$ cat src/hw/rtl/qpr_pkg.sv
package qpr_pkg;

  localparam int DW   = 32;            // component width, Q2.30
  localparam int FRAC = 30;            // fraction bits
  localparam int PW   = 2 * DW;        // component product
  localparam int CW   = PW + 1;        // cross product difference
  localparam int TW   = 35;            // rotation intermediate t, Q.30
  localparam int RW   = DW + TW;       // component times t
  localparam int SW   = 68;            // accumulated sums
  localparam int RDW  = SW - FRAC + 1; // sum after rounding shift

  typedef logic signed [DW-1:0] comp_t;
  typedef logic signed [PW-1:0] prod_t;
  typedef logic signed [TW-1:0] tvec_t;
  typedef logic signed [RW-1:0] rprod_t;
  typedef logic signed [SW-1:0] sum_t;

  localparam logic [2:0] CMD_MUL      = 3'd0;
  localparam logic [2:0] CMD_CONJ_A   = 3'd1;
  localparam logic [2:0] CMD_CONJ_B   = 3'd2;
  localparam logic [2:0] CMD_ROT      = 3'd3;
  localparam logic [2:0] CMD_ROT_CONJ = 3'd4;

  localparam comp_t SAT_MAX = 32'sh7FFF_FFFF;
  localparam comp_t SAT_MIN = 32'sh8000_0000;

  // Decoded operation, carried down the pipe with each request.
  typedef struct packed {
    logic quat;     // one of the Hamilton products
    logic conj_a;
    logic conj_b;
    logic rot;      // vector rotation
    logic rot_neg;  // rotation by conj(a): flip the scalar term
  } op_t;

  // Base sign of product term k (a index k, b index c^k) of component c.
  localparam logic [3:0] TERM_NEG [4] = '{4'b1110, 4'b0100, 4'b1000, 4'b0010};

  function automatic op_t decode_cmd(input logic [2:0] cmd);
    op_t op;
    op = '0;
    unique case (cmd)
      CMD_MUL: begin
        op.quat = 1'b1;
      end
      CMD_CONJ_A: begin
        op.quat   = 1'b1;
        op.conj_a = 1'b1;
      end
      CMD_CONJ_B: begin
        op.quat   = 1'b1;
        op.conj_b = 1'b1;
      end
      CMD_ROT: begin
        op.rot = 1'b1;
      end
      CMD_ROT_CONJ: begin
        op.rot     = 1'b1;
        op.rot_neg = 1'b1;
      end
      default: begin
        op = '0;
      end
    endcase
    return op;
  endfunction

endpackage

$ cat src/hw/rtl/qpr_accum.sv
module qpr_accum (
  input  logic            clk,
  input  logic            rst_n,
  input  logic            en,
  input  logic            valid_i,
  input  qpr_pkg::op_t    op_i,
  input  qpr_pkg::prod_t  prod_i [16],
  input  qpr_pkg::comp_t  a_i [4],
  input  qpr_pkg::comp_t  v_i [3],
  output logic            valid_o,
  output qpr_pkg::op_t    op_o,
  output qpr_pkg::sum_t   q_o [4],
  output qpr_pkg::tvec_t  t_o [3],
  output qpr_pkg::comp_t  a_o [4],
  output qpr_pkg::comp_t  v_o [3]
);
  import qpr_pkg::*;

  // Half an LSB of t; 2c rounded at bit 30 equals c rounded at bit 29.
  localparam logic signed [CW:0] T_HALF = (CW + 1)'(1) << (FRAC - 2);

  logic  valid_r;
  op_t   op_r;
  sum_t  term [4][4];
  sum_t  q_nxt [4];
  sum_t  q_r [4];
  logic signed [CW-1:0] cr [3];
  logic signed [CW:0]   cr_rnd [3];
  tvec_t t_nxt [3];
  tvec_t t_r [3];
  comp_t a_r [4];
  comp_t v_r [3];

  // Signed four-term sums of the Hamilton product.
  for (genvar c = 0; c < 4; c++) begin : g_comp
    for (genvar k = 0; k < 4; k++) begin : g_term
      localparam int J = c ^ k;
      logic flip;
      assign flip = TERM_NEG[c][k] ^ (op_i.conj_a & 1'(k != 0))
                                   ^ (op_i.conj_b & 1'(J != 0));
      assign term[c][k] = flip ? -SW'(prod_i[k*4+J]) : SW'(prod_i[k*4+J]);
    end
    assign q_nxt[c] = term[c][0] + term[c][1] + term[c][2] + term[c][3];
  end

  // t = 2 (av x v), rounded to Q.30.
  for (genvar j = 0; j < 3; j++) begin : g_cross
    localparam int P = (j + 1) % 3 + 1;
    localparam int N = (j + 2) % 3 + 1;
    assign cr[j]     = CW'(prod_i[P*4+N]) - CW'(prod_i[N*4+P]);
    assign cr_rnd[j] = (CW + 1)'(cr[j]) + T_HALF;
    assign t_nxt[j]  = cr_rnd[j][TW+FRAC-2:FRAC-1];
  end

  always_ff @(posedge clk) begin
    if (!rst_n) begin
      valid_r <= 1'b0;
    end else if (en) begin
      valid_r <= valid_i;
    end
  end

  always_ff @(posedge clk) begin
    if (en && valid_i) begin
      op_r <= op_i;
      q_r  <= q_nxt;
      t_r  <= t_nxt;
      a_r  <= a_i;
      v_r  <= v_i;
    end
  end

  assign valid_o = valid_r;
  assign op_o    = op_r;
  assign q_o     = q_r;
  assign t_o     = t_r;
  assign a_o     = a_r;
  assign v_o     = v_r;

endmodule

$ cat config.mk
export PLATFORM = sky130hd
export DESIGN_NAME = qpr_accum
export DESIGN_NICKNAME = d
export VERILOG_FILES = /design/src/hw/rtl/qpr_pkg.sv /design/src/hw/rtl/qpr_accum.sv
export SDC_FILE = /design/constraint.sdc
export NUM_CORES = 2
export LEC_CHECK = 0
export BUFFER_PORTS_ARGS = -buffer_cell sky130_fd_sc_hd__buf_2
export CAP_MARGIN = 20
export CORE_AREA = 2 2 732 734
export DETAILED_ROUTE_END_ITERATION = 12
export DIE_AREA = 0 0 734 736
export GPL_TIMING_DRIVEN = 0
export SLEW_MARGIN = 20
export SYNTH_ARGS = -nofsm -noshare
export SYNTH_HDL_FRONTEND = slang
export SYNTH_SLANG_ARGS = --single-unit
$ cat constraint.sdc
create_clock -name clk -period 15.8 [get_ports clk]
set_input_delay 1.58 -clock clk [delete_from_list [all_inputs] [get_ports clk]]
set_output_delay 1.58 -clock clk [all_outputs]
set_load 0.02 [all_outputs]
### After elaboration in Yosys (flattened, before gate mapping)

Index checks and enable logic that the tools add are counted.

* equal/unequal tests: 0
* shift-type cells: 0
* magnitude comparators: 0
* $mul: 0
* add/sub/neg operators: 33
* reduce and logical (&&, ||, !) cells: 1
* div/mod/pow operators: 0
* bitwise gates (word level): 3
* mux-type cells: 15

Operators by type and width (number)
* $mux 68: 15
* $neg 64->68: 15
* $add 68x68->68: 11
* $add 64x30->64 const B: 3
* $sub 64x64->64: 3
* $add 64x68->68: 1
* $xor 1x1->1: 2
* $logic_and 1x1->1: 1
* $not 1->1: 1

* bits in writable memories: 0
* memories kept: 0
* register bits: 607
* latch bits: 0
* ROM bits: 0

### Depth between registers and ports, before layout

* word-level depth: 6
* gate-level depth with buffers: 29
* mapped depth without buffers: 28

### Least setup slack after synthesis

No wires, ideal clock.

* path type: input-to-reg
* start: input valid_i
* end: register valid_r (netlist: valid_o)
* setup slack: -525 ps
* required time: 15676 ps
* stages on the path: 2
* setup time: 124 ps
* data arrival time: 16201 ps
* cells stage by stage: and2_1 o21a_1

RTL lines
* start, declared: line qpr_accum.sv:5 `input logic valid_i,`
* end signal, assigned: line qpr_accum.sv:59 `valid_r <= valid_i;`
* end, declared: line qpr_accum.sv:22 `logic valid_r;`

==> results.cfg <==
[status]
status = complete, no violations

[global_route]
antenna_found_initial = 539
first_global_vias = 75350
grt_max_degree = 58
grt_overflow = 0
track_usage_pct = 21.84
grt_pass1_wl_mm = 771.5

[clock_network]
clockRootBuffer = clkbuf_16
clk_pin_slew_ns = 0.06
clk_path_buf_depth = 4
cts_resized = 0
h-tree-depth = 3
cts_hold_repair.buffers = 0
cts_tree = yes
clock_sinks = 607
clock_latency_ns = 0.90
cts-buffers-inserted = 93
cts_setup_buffers = 0

[pwr]
power_density_mw_per_mm2 = 181.6
switchingPower_mw = 10.36
leakage_nw = 44.65
combPwrFrac_pct = 72.3
seqPwrFrac_pct = 16.1
worst_ir_drop_vdd_mv = 0.1165
switching_share_pct = 55.43
p_clk_share_pct = 11.7
internal_power_mw = 8.332

[synth]
async_flop_share_pct = 0
ys_types = 90
synth_top_area_cell = edfxtp_1
synth_cells = 8778
ys_ff_latch = 607
syn_nets = 11220
ys_seq_area_share_pct = 23.31
synth_edf_count = 606
synth_top_area_share_pct = 23.28
synthTopCellsByArea = edfxtp_1, fa_1, ha_1, xnor2_1, inv_1
ys.flop_type = edfxtp_1
yosys_warnings = 0
syn_area_sq_mm = 0.07816
synth.avg_cell_area_sq_um = 8.904

[critical_path]
arrival_ns = 11.54
crit_fanout = 10
cp-end-kind = register
required_ns = 16.37
worstSetupStartpointType = input pin
path_class = in2reg

[timing]
final_max_slew_viol_count = 0
worst_slack_ns = 4.832
skew_ns = 0
period_share_pct = 69.42
hold_violations = 0
rsz0062_at_grt = false
setup_viol = 0
slew_headroom_pct = 14.40
period_needed_ns = 10.97
worstMarginPinSlew_ns = 1.281
max_freq_mhz = 91.17

[hold_path]
hold_path.class = reg2reg

[die]
fp.dieW_um = 734
io_pins = 1864
die_h_um = 736
dieArea_sq_mm = 0.5402
start_util_pct = 14.70
rows = 268
core-area_sq_mm = 0.5318

[routing]
antenna_left = 0
drtIter0Drc = 8456
viasPerCell = 4.453
post-route-drc-count = 0
wirelength_mm = 618.1
num_vias = 81320
firstDrtPassIters = 8
routedWlPerCell_um = 33.85

[finish]
drive_gt1_share_pct = 21.40
fill_cells = 59820
stdcell_count = 18260
final_cell_mix = buf_2, inv_1, xnor2_1
mostFrequentLayoutCell = buf_2
area_delta_synth_final_pct = 31.70
fin_nets = 13300

[placement]
gp_congestion = 1.032
dp_slack_ns = 3.962
io_buffers = 1859
hpwlAfterDp_mm = 554.9
dp.cells = 17770

[run]
maxCapViolations = 0
==> power groups by stage <==
| stage | registers [mW] | logic (mW) | clock network (mW) |
|---|---|---|---|
| after global placement | 3.07 | 13.3 | 0 |
| after global routing | 3.03 | 14.6 | 2.30 |
| final | 3.00 | 13.5 | 2.18 |
| after CTS | 3.01 | 13.5 | 2.27 |
| after floorplan | 3.50 | 7.20 | 0 |
| after detailed placement | 3.03 | 13.3 | 0 |
==> worst max-delay path, cell delays in order <==
cell      delay, ns
buf_2          0.08
buf_2          0.61
xor2_1         0.25
clkbuf_2       0.34
buf_12         0.20
clkbuf_2       0.51
clkbuf_1       0.74
clkbuf_4       0.67
a21oi_1        0.12
xnor2_1        0.18
fa_1           0.48
inv_1          0.07
fa_1           0.55
inv_1          0.05
ha_1           0.42
and4_1         0.26
nand4_1        0.18
or3_1          0.38
o32ai_1        0.96
a21oi_1        0.48
o21ai_0        0.41
a211oi_1       0.17
nand3b_1       0.30
o41ai_1        0.56
a21oi_1        0.15
xnor2_1        0.55
==> flip-flops by register name, summed over array words and instances (netlist names) <==
register  cells
op_o          5
v_o          96
a_o         128
q_o         272
t_o         105
valid_o       1
==> metal layers <==
metal	track usage [%]	routed length, um
met2	35.07	279500
met3	8.712	67630
met4	12.44	40610
met1	24.56	228500
met5	0	1893
==> area by class of cell <==
class                   count  area (sq um)  area share (%)
plain buffers             224          1044           1.014
inverters                1332          5000           4.857
diodes                    319         798.3          0.7755
clock inverters            61         651.9          0.6333
multi-input cells        6615         54350           52.80
flip-flops and latches    607         18220           17.70
repair buffers           1977         11700           11.37
clock buffers             106          2396           2.328
well taps                7020          8783           8.533
==> kinds of logic after synthesis <==
family | Yosys count | share of synthesized area, %
flip-flops | 607 | 23.31
buffers and inverters | 1556 | 7.474
multiplexers | 9 | 0.1217
XOR/XNOR | 1300 | 14.59
AND/OR/NAND/NOR | 2050 | 13.49
adder cells (fa/ha/maj) | 1189 | 24.18
AO/OA/AOI/OAI | 2067 | 16.84
==> worst paths after layout <==
path | startpoint | slack (ns) | depth (start not counted) | endpoint
max reg2reg | valid_o | 15.11 | 2 | valid_o
min reg2reg | valid_o | 0.59 | 2 | valid_o
max | op_i[2] | 4.83 | 26 | q_o[66]
min | valid_o | 0.59 | 2 | valid_o
==> cells in the mapped netlist, types with 118 or more instances <==
master / number
xor2_1: 495
o31ai_1: 189
clkbuf_1: 208
or3_1: 118
inv_1: 1331
o21ai_0: 481
edfxtp_1: 606
nand2_1: 487
ha_1: 653
a21o_1: 257
xnor2_1: 804
nor2_1: 436
nor3_1: 171
fa_1: 536
nand4_1: 121
nand3_1: 127
a21oi_1: 577
==> stage by stage <==
| step | hold slack (ns) | utilization, % | TNS, ns | area, sq um | power, mW |
|---|---|---|---|---|---|
| final | 0.5910 | 19.36 | 0 | 102900 | 18.69 |
| after global routing | 0.6354 | 19.30 | 0 | 102600 | 19.89 |
| after CTS | 0.5847 | 19.20 | 0 | 102100 | 18.74 |
| after detailed placement | 0.5649 | 18.63 | 0 | 99060 | 16.34 |
| after global placement | 0.5647 | 18.10 | -204.89 | 96250 | 16.34 |
| after floorplan | 0.6942 | - | 0 | 78160 | 10.70 |
No activity file was read; power rests on OpenSTA's default activity.
