<file path="src/hw/rtl/qpr_pkg.sv">
package qpr_pkg;

  localparam int DW   = 32;            // component width, Q2.30
  localparam int FRAC = 30;            // fraction bits
  localparam int PW   = 2 * DW;        // component product
  localparam int CW   = PW + 1;        // cross product difference
  localparam int TW   = 35;            // rotation intermediate t, Q.30
  localparam int RW   = DW + TW;       // component times t
  localparam int SW   = 68;            // accumulated sums
  localparam int RDW  = SW - FRAC + 1; // sum after rounding shift

  typedef logic signed [DW-1:0] comp_t;
  typedef logic signed [PW-1:0] prod_t;
  typedef logic signed [TW-1:0] tvec_t;
  typedef logic signed [RW-1:0] rprod_t;
  typedef logic signed [SW-1:0] sum_t;

  localparam logic [2:0] CMD_MUL      = 3'd0;
  localparam logic [2:0] CMD_CONJ_A   = 3'd1;
  localparam logic [2:0] CMD_CONJ_B   = 3'd2;
  localparam logic [2:0] CMD_ROT      = 3'd3;
  localparam logic [2:0] CMD_ROT_CONJ = 3'd4;

  localparam comp_t SAT_MAX = 32'sh7FFF_FFFF;
  localparam comp_t SAT_MIN = 32'sh8000_0000;

  // Decoded operation, carried down the pipe with each request.
  typedef struct packed {
    logic quat;     // one of the Hamilton products
    logic conj_a;
    logic conj_b;
    logic rot;      // vector rotation
    logic rot_neg;  // rotation by conj(a): flip the scalar term
  } op_t;

  // Base sign of product term k (a index k, b index c^k) of component c.
  localparam logic [3:0] TERM_NEG [4] = '{4'b1110, 4'b0100, 4'b1000, 4'b0010};

  function automatic op_t decode_cmd(input logic [2:0] cmd);
    op_t op;
    op = '0;
    unique case (cmd)
      CMD_MUL: begin
        op.quat = 1'b1;
      end
      CMD_CONJ_A: begin
        op.quat   = 1'b1;
        op.conj_a = 1'b1;
      end
      CMD_CONJ_B: begin
        op.quat   = 1'b1;
        op.conj_b = 1'b1;
      end
      CMD_ROT: begin
        op.rot = 1'b1;
      end
      CMD_ROT_CONJ: begin
        op.rot     = 1'b1;
        op.rot_neg = 1'b1;
      end
      default: begin
        op = '0;
      end
    endcase
    return op;
  endfunction

endpackage

</file>
<file path="src/hw/rtl/qpr_out.sv">
module qpr_out (
  input  logic            clk,
  input  logic            rst_n,
  input  logic            valid_i,
  input  logic            stall_i,
  input  qpr_pkg::op_t    op_i,
  input  qpr_pkg::sum_t   q_i [4],
  input  qpr_pkg::rprod_t pp_i [3],
  input  qpr_pkg::rprod_t pn_i [3],
  input  qpr_pkg::rprod_t pw_i [3],
  input  qpr_pkg::comp_t  v_i [3],
  output logic            adv_o,
  output logic            valid_o,
  output qpr_pkg::comp_t  r_o [4],
  output logic            ovf_o
);
  import qpr_pkg::*;

  localparam logic signed [SW:0] R_HALF = (SW + 1)'(1) << (FRAC - 1);

  logic  en_sel;
  logic  en_fin;
  logic  sel_valid_r;
  sum_t  rot [3];
  sum_t  s_nxt [4];
  sum_t  s_r [4];
  logic signed [SW:0]    s_rnd [4];
  logic signed [RDW-1:0] s_q [4];
  logic  [3:0] sat;
  comp_t r_nxt [4];
  logic  fin_valid_r;
  comp_t r_r [4];
  logic  ovf_r;

  assign en_fin = !fin_valid_r || !stall_i;
  assign en_sel = !sel_valid_r || en_fin;

  // r = v + aw t + av x t, all at Q.60.
  for (genvar j = 0; j < 3; j++) begin : g_rot
    assign rot[j] = SW'(pp_i[j]) - SW'(pn_i[j])
                  + (op_i.rot_neg ? -SW'(pw_i[j]) : SW'(pw_i[j]))
                  + (SW'(v_i[j]) <<< FRAC);
  end

  always_comb begin
    for (int c = 0; c < 4; c++) begin
      s_nxt[c] = '0;
    end
    if (op_i.quat) begin
      s_nxt = q_i;
    end else if (op_i.rot) begin
      for (int j = 0; j < 3; j++) begin
        s_nxt[j+1] = rot[j];
      end
    end
  end

  // Round to nearest, ties up, then clamp to 32 bits.
  for (genvar c = 0; c < 4; c++) begin : g_sat
    assign s_rnd[c] = (SW + 1)'(s_r[c]) + R_HALF;
    assign s_q[c]   = s_rnd[c][SW:FRAC];
    assign sat[c]   = (s_q[c][RDW-1:DW-1] != '0) && (s_q[c][RDW-1:DW-1] != '1);
    assign r_nxt[c] = !sat[c] ? s_q[c][DW-1:0]
                    : (s_q[c][RDW-1] ? SAT_MIN : SAT_MAX);
  end

  always_ff @(posedge clk) begin
    if (!rst_n) begin
      sel_valid_r <= 1'b0;
      fin_valid_r <= 1'b0;
    end else begin
      if (en_sel) begin
        sel_valid_r <= valid_i;
      end
      if (en_fin) begin
        fin_valid_r <= sel_valid_r;
      end
    end
  end

  always_ff @(posedge clk) begin
    if (en_sel && valid_i) begin
      s_r <= s_nxt;
    end
    if (en_fin && sel_valid_r) begin
      r_r   <= r_nxt;
      ovf_r <= |sat;
    end
  end

  assign adv_o   = en_sel;
  assign valid_o = fin_valid_r;
  assign r_o     = r_r;
  assign ovf_o   = ovf_r;

endmodule

</file>
<file path="config.mk">
export PLATFORM = sky130hd
export DESIGN_NAME = qpr_out
export DESIGN_NICKNAME = d
export VERILOG_FILES = /design/src/hw/rtl/qpr_pkg.sv /design/src/hw/rtl/qpr_out.sv
export SDC_FILE = /design/constraint.sdc
export NUM_CORES = 2
export LEC_CHECK = 0
export ABC_AREA = 1
export BUFFER_PORTS_ARGS = -buffer_cell sky130_fd_sc_hd__clkbuf_2
export CAP_MARGIN = 40
export CORE_AREA = 2 2 434 436
export CTS_CLUSTER_SIZE = 24
export DETAILED_ROUTE_END_ITERATION = 10
export DIE_AREA = 0 0 436 438
export HOLD_SLACK_MARGIN = 0.1
export SYNTH_ARGS = -nofsm -noshare
export SYNTH_HDL_FRONTEND = slang
export SYNTH_SLANG_ARGS = --single-unit
</file>
<file path="constraint.sdc">
create_clock -name clk -period 10.5 [get_ports clk]
set_input_delay 2.1 -clock clk [delete_from_list [all_inputs] [get_ports clk]]
set_output_delay 2.1 -clock clk [all_outputs]
set_load 0.03 [all_outputs]
</file>
# Word-level counts from Yosys, hierarchy flattened
# Index checks and enable logic that the tools add are counted.
# Widths: inputs -> output; s select.
[op_classes] add_sub_neg=16 mul=0 div=0 order_cmp=0 n_eq_ne=4 shifts=0 mux=13 bitwise=0 reduce_logical=16
[op_table] op="$mux 204" count=2
[op_table] op="$add 68x31->69 const B" count=4
[op_table] op="$mux 32" count=8
[op_table] op="$add 68x62->68" count=3
[op_table] op="$add 68x68->68" count=3
[op_table] op="$mux 68" count=3
[op_table] op="$neg 67->68" count=3
[op_table] op="$sub 67x67->68" count=3
[op_table] op="$ne 8x8->1 const B" count=4
[op_table] op="$reduce_bool 8->1" count=4
[op_table] op="$logic_and 1x1->1" count=6
[op_table] op="$reduce_or 4->1" count=1
[op_table] op="$logic_not 1->1" count=3
[op_table] op="$logic_or 1x1->1" count=2
[totals] register_bits=403 latchBits=0 ramBits=0 rom_bits=0 inputBits=980 out_inout_bits=131 memories=0

# Depth between registers and ports, before layout
[logic_depth] depth_word=6 ltp_mapped=27 depth_no_buf=27

# Worst setup path after synthesis
# Ideal clock, no wire load.
[synth_timing] path_type="input to register" startpoint="input stall_i" endpoint="register ovf_r (netlist: ovf_o) (enable)" setup_ns=0.622 t_arrival_ns=7.629 t_required_ns=9.878 path_slack_ns=2.250 path_stages=3 n_path_buf=0 path_cell_list="nand2_1 inv_1 nor2_1"
[synth_between] elab_chain_len=3
[synth_lines] element="start, declared" line_no="qpr_out.sv:5" source="input logic stall_i,"
[synth_lines] element="$logic_not 1->1" line_no="qpr_out.sv:35" source="assign en_fin = !fin_valid_r || !stall_i;"
[synth_lines] element="$logic_or 1x1->1" line_no="qpr_out.sv:35"
[synth_lines] element="$logic_and 1x1->1" line_no="qpr_out.sv:85" source="if (en_fin && sel_valid_r) begin"
[synth_lines] element="end signal, assigned" line_no="qpr_out.sv:87" source="ovf_r <= |sat;"
[synth_lines] element="end, declared" line_no="qpr_out.sv:33" source="logic ovf_r;"
# No other way between the ends.
# A chain may end at the register's enable or synchronous reset.

==> metrics.csv <==
metric,value,unit
endpoint of the worst-slack reg-to-reg timing path,ovf_o,
Max Cap Viol,0,
number of CTS-inserted buffers,35,
Routed Antenna Nets,0,
flop2flop setup slack,7.53,ns
Syn Inst Count,7070,
crit path cell chain,clkbuf_2 -> inv_2 -> ha_1 -> nand3_1 -> nor2_1 -> nand2_1 -> inv_1 -> nand3_1 -> nor2_2 -> nor2_1 -> xor2_1 -> fa_1 -> ha_1 -> ha_1 -> nand2_1 -> nand2_1 -> a31oi_1 -> o21ai_0 -> a21oi_1 -> nand2_1 -> nand2_1 -> nand2_1 -> o21ai_0,
Final Cycle Share,70.1,%
hold wc startpoint,valid_o,
Die H,438,um
RD Place Congestion,1.05,
Worst VDD drop,0.111,mV
Worst Hold End,valid_o,
worst path required time,10.79,ns
IO Pins,1111,
final setup margin,3.14,ns
Vias,50500,
drt pass-1 iters,8,
post-synth net total,8651,
Tot Pwr,8.50,mW
Post-CTS Setup Bufs,0,
hold_buf cts,0,
DP HPWL,236000,um
CP most frequent cell,nand2_1,
share of cells above drive strength 1,14.3,%
GRT met3 Usage,3.25,%
WHS Path Cells,2,
die area,0.191,mm2
worst skew pair latency,0.59,ns
Pleak,27.1,nW
Worst-path clk slew,0.07,ns
met2 usage,42.5,%
clock buffer depth,3,
vias in the first global route,50000,
register bit count reported by yosys,287,
width of the die,436,um
Max Clk Rate,136,MHz
Startpoint Class,input pin,
hold crit path type,reg2reg,
H-tree depth,2,
fin. max-slew vios,0,
clock sinks,287,
relative slew slack,35.1,%
GRT Max-Usage Layer,met2,
worst hold slack,0.507,ns
pre-CTS WS,2.75,ns
DRC,0,
nets@finish,9618,
IO buf count,992,
total congestion overflow,0,
Critical path buffers and inverters,3,
cell depth of the worst setup path,23,
total negative slack,0,ns
sequential area share after synthesis,18.7,%
status,finished clean,
met1 Track Usage GR,35.8,%
Routed Wire Length,260000,um
vias per cell,4.77,
P&R area growth vs syn,19.9,%
post-DR wirelength/cell,24.6,um
CP arrival,7.65,ns
"CP delay by family, top",simple AND/OR/NAND/NOR gates,
Post-synth EDFFs,285,
CTS Root Cell,clkbuf_16,
CTS tree,yes,
Final Hold Fails,0,
CTS resizes,0,
Synth cell types,52,
CP max FO,4,
pwr/cell area,154,mW/mm2
RSZ-0062 raised after global routing,no,
Post-synth top flop,edfxtp_1,
first-pass GRT wire length,360000,um
Clock Skew,0.0281,ns
asr flop ratio synth,0,%
r2r worst-path depth,16,
Max stage delay on crit path,0.62,ns
final setup vio count,0,
Initial Util,24.7,%
Final Critical Period,7.36,ns
Crit. End Element,flip-flop,
synthesized cell area,0.0461,mm2
Fillers,21100,
slowest CP cell,xor2_1,
CP Class,in2reg,
GRT Resource Usage Total,26.4,%
row cnt,159,
worst-margin pin slew,0.974,ns
initial antenna violation count,70,
DRT iter0 DRCs,4108,
reg2reg start,s_r[233],
core area,0.187,mm2
synth warn,0,
Mapped Avg Cell Area,6.52,um2
largest net degree at the start of global routing,133,
## per-layer routing
metal / vias up / wire [um] / share of wire, %
li1: 24100 / - / -
met3: 353 / 14600 / 5.6
met2: 1822 / 117000 / 45
met4: 22 / 11500 / 4.4
met5: - / 141 / 0.054
met1: 24200 / 117000 / 45
## worst reg2reg max path: cells and delay by family (launching register included)
kind	cells	cell delay, ns
adders and majority gates	1	0.34
buffers and inverters	3	0.29
DFF	1	0.49
and+or+nand+nor	12	1.62
## worst max-delay path by stage
stage	start	endpoint	slack, ns
global route	pw_i[67]	s_r[103]	2.83
detailed placement	pw_i[67]	s_r[103]	2.75
CTS	pw_i[67]	s_r[103]	3.36
floorplan	stall_i	ovf_o	2.25
finish	pw_i[67]	s_r[103]	3.14
global placement	pw_i[67]	s_r[103]	2.74
## cells in the final DEF (no fill, tap or decap), drive strengths merged, types with 35 or more instances in the layout
master  count
a21oi     290
clkbuf   1029
edfxtp    285
fa        309
ha        292
inv      1340
nand2    1959
nand3     338
nand3b     48
nand4     126
nor2     1079
nor3      110
nor4       35
o21ai     336
o21bai     45
xnor2      89
xor2      219
## Yosys cell counts (all sizes together) (2+ instances only)
library cell  count  area [um2]
nor2           1079        4190
xnor2            89         780
or2               7        43.8
nand4           126         795
o21bai           45         342
xor2            219        1920
edfxtp          285        8560
nor4             35         225
a31oi            19         119
o21a             13        97.6
fa              309        6190
o211ai            3        22.5
and2              5        31.3
nand3b           48         364
dfxtp             2        40.0
ha              292        3650
nand3           338        1760
inv            1334        5010
nand2          1959        7400
and3              2        12.5
nor3            110         603
o21ai           336        1700
buf              38         280
o31ai             5        37.5
a21oi           290        1450
a21boi           17         128
clkbuf           39         146
a21o             21         158
## kinds of logic after synthesis
| family | Yosys count | synth area share (%) |
|---|---|---|
| fa+ha+maj | 601 | 21.4 |
| flops | 287 | 18.7 |
| xor+xnor | 308 | 5.85 |
| compound gates | 752 | 8.85 |
| buf+inv | 1411 | 11.8 |
| simple gates | 3711 | 33.5 |
## sequential cells by signal, summed over array words and instances (netlist names)
name	cells
valid_o	1
r_o	128
ovf_o	1
s_r	156
sel_valid_r	1
## cell type report
class                      instances  area, um2  share of cell area [%]
clock buffer                      38        908                    1.64
inverter                        1334       5010                    9.08
sequential                       287       8600                    15.6
clock inverter                    24        297                   0.537
multi-input combinational       5372      32100                    58.0
antenna                           34       85.1                   0.154
timing repair buffer            1007       5160                    9.33
tap                             2495       3120                    5.65
## metrics by stage
stage | utilization (%) | instances | area, um2
after global placement | 28.9 | 10500 | 53900
after floorplan | - | 7070 | 46100
final | 29.6 | 10600 | 55200
after global routing | 29.6 | 10600 | 55200
after detailed placement | 28.9 | 10500 | 53900
after CTS | 29.6 | 10600 | 55200
## report_power, final
group	internal, mW	leakage [nW]	switching [mW]
Sequential	1.42	2.78	0.110
Combinational	1.70	23.7	3.95
Clock	0.762	0.591	0.548
Total	3.89	27.1	4.61
No activity file was read; power rests on OpenSTA's default activity.
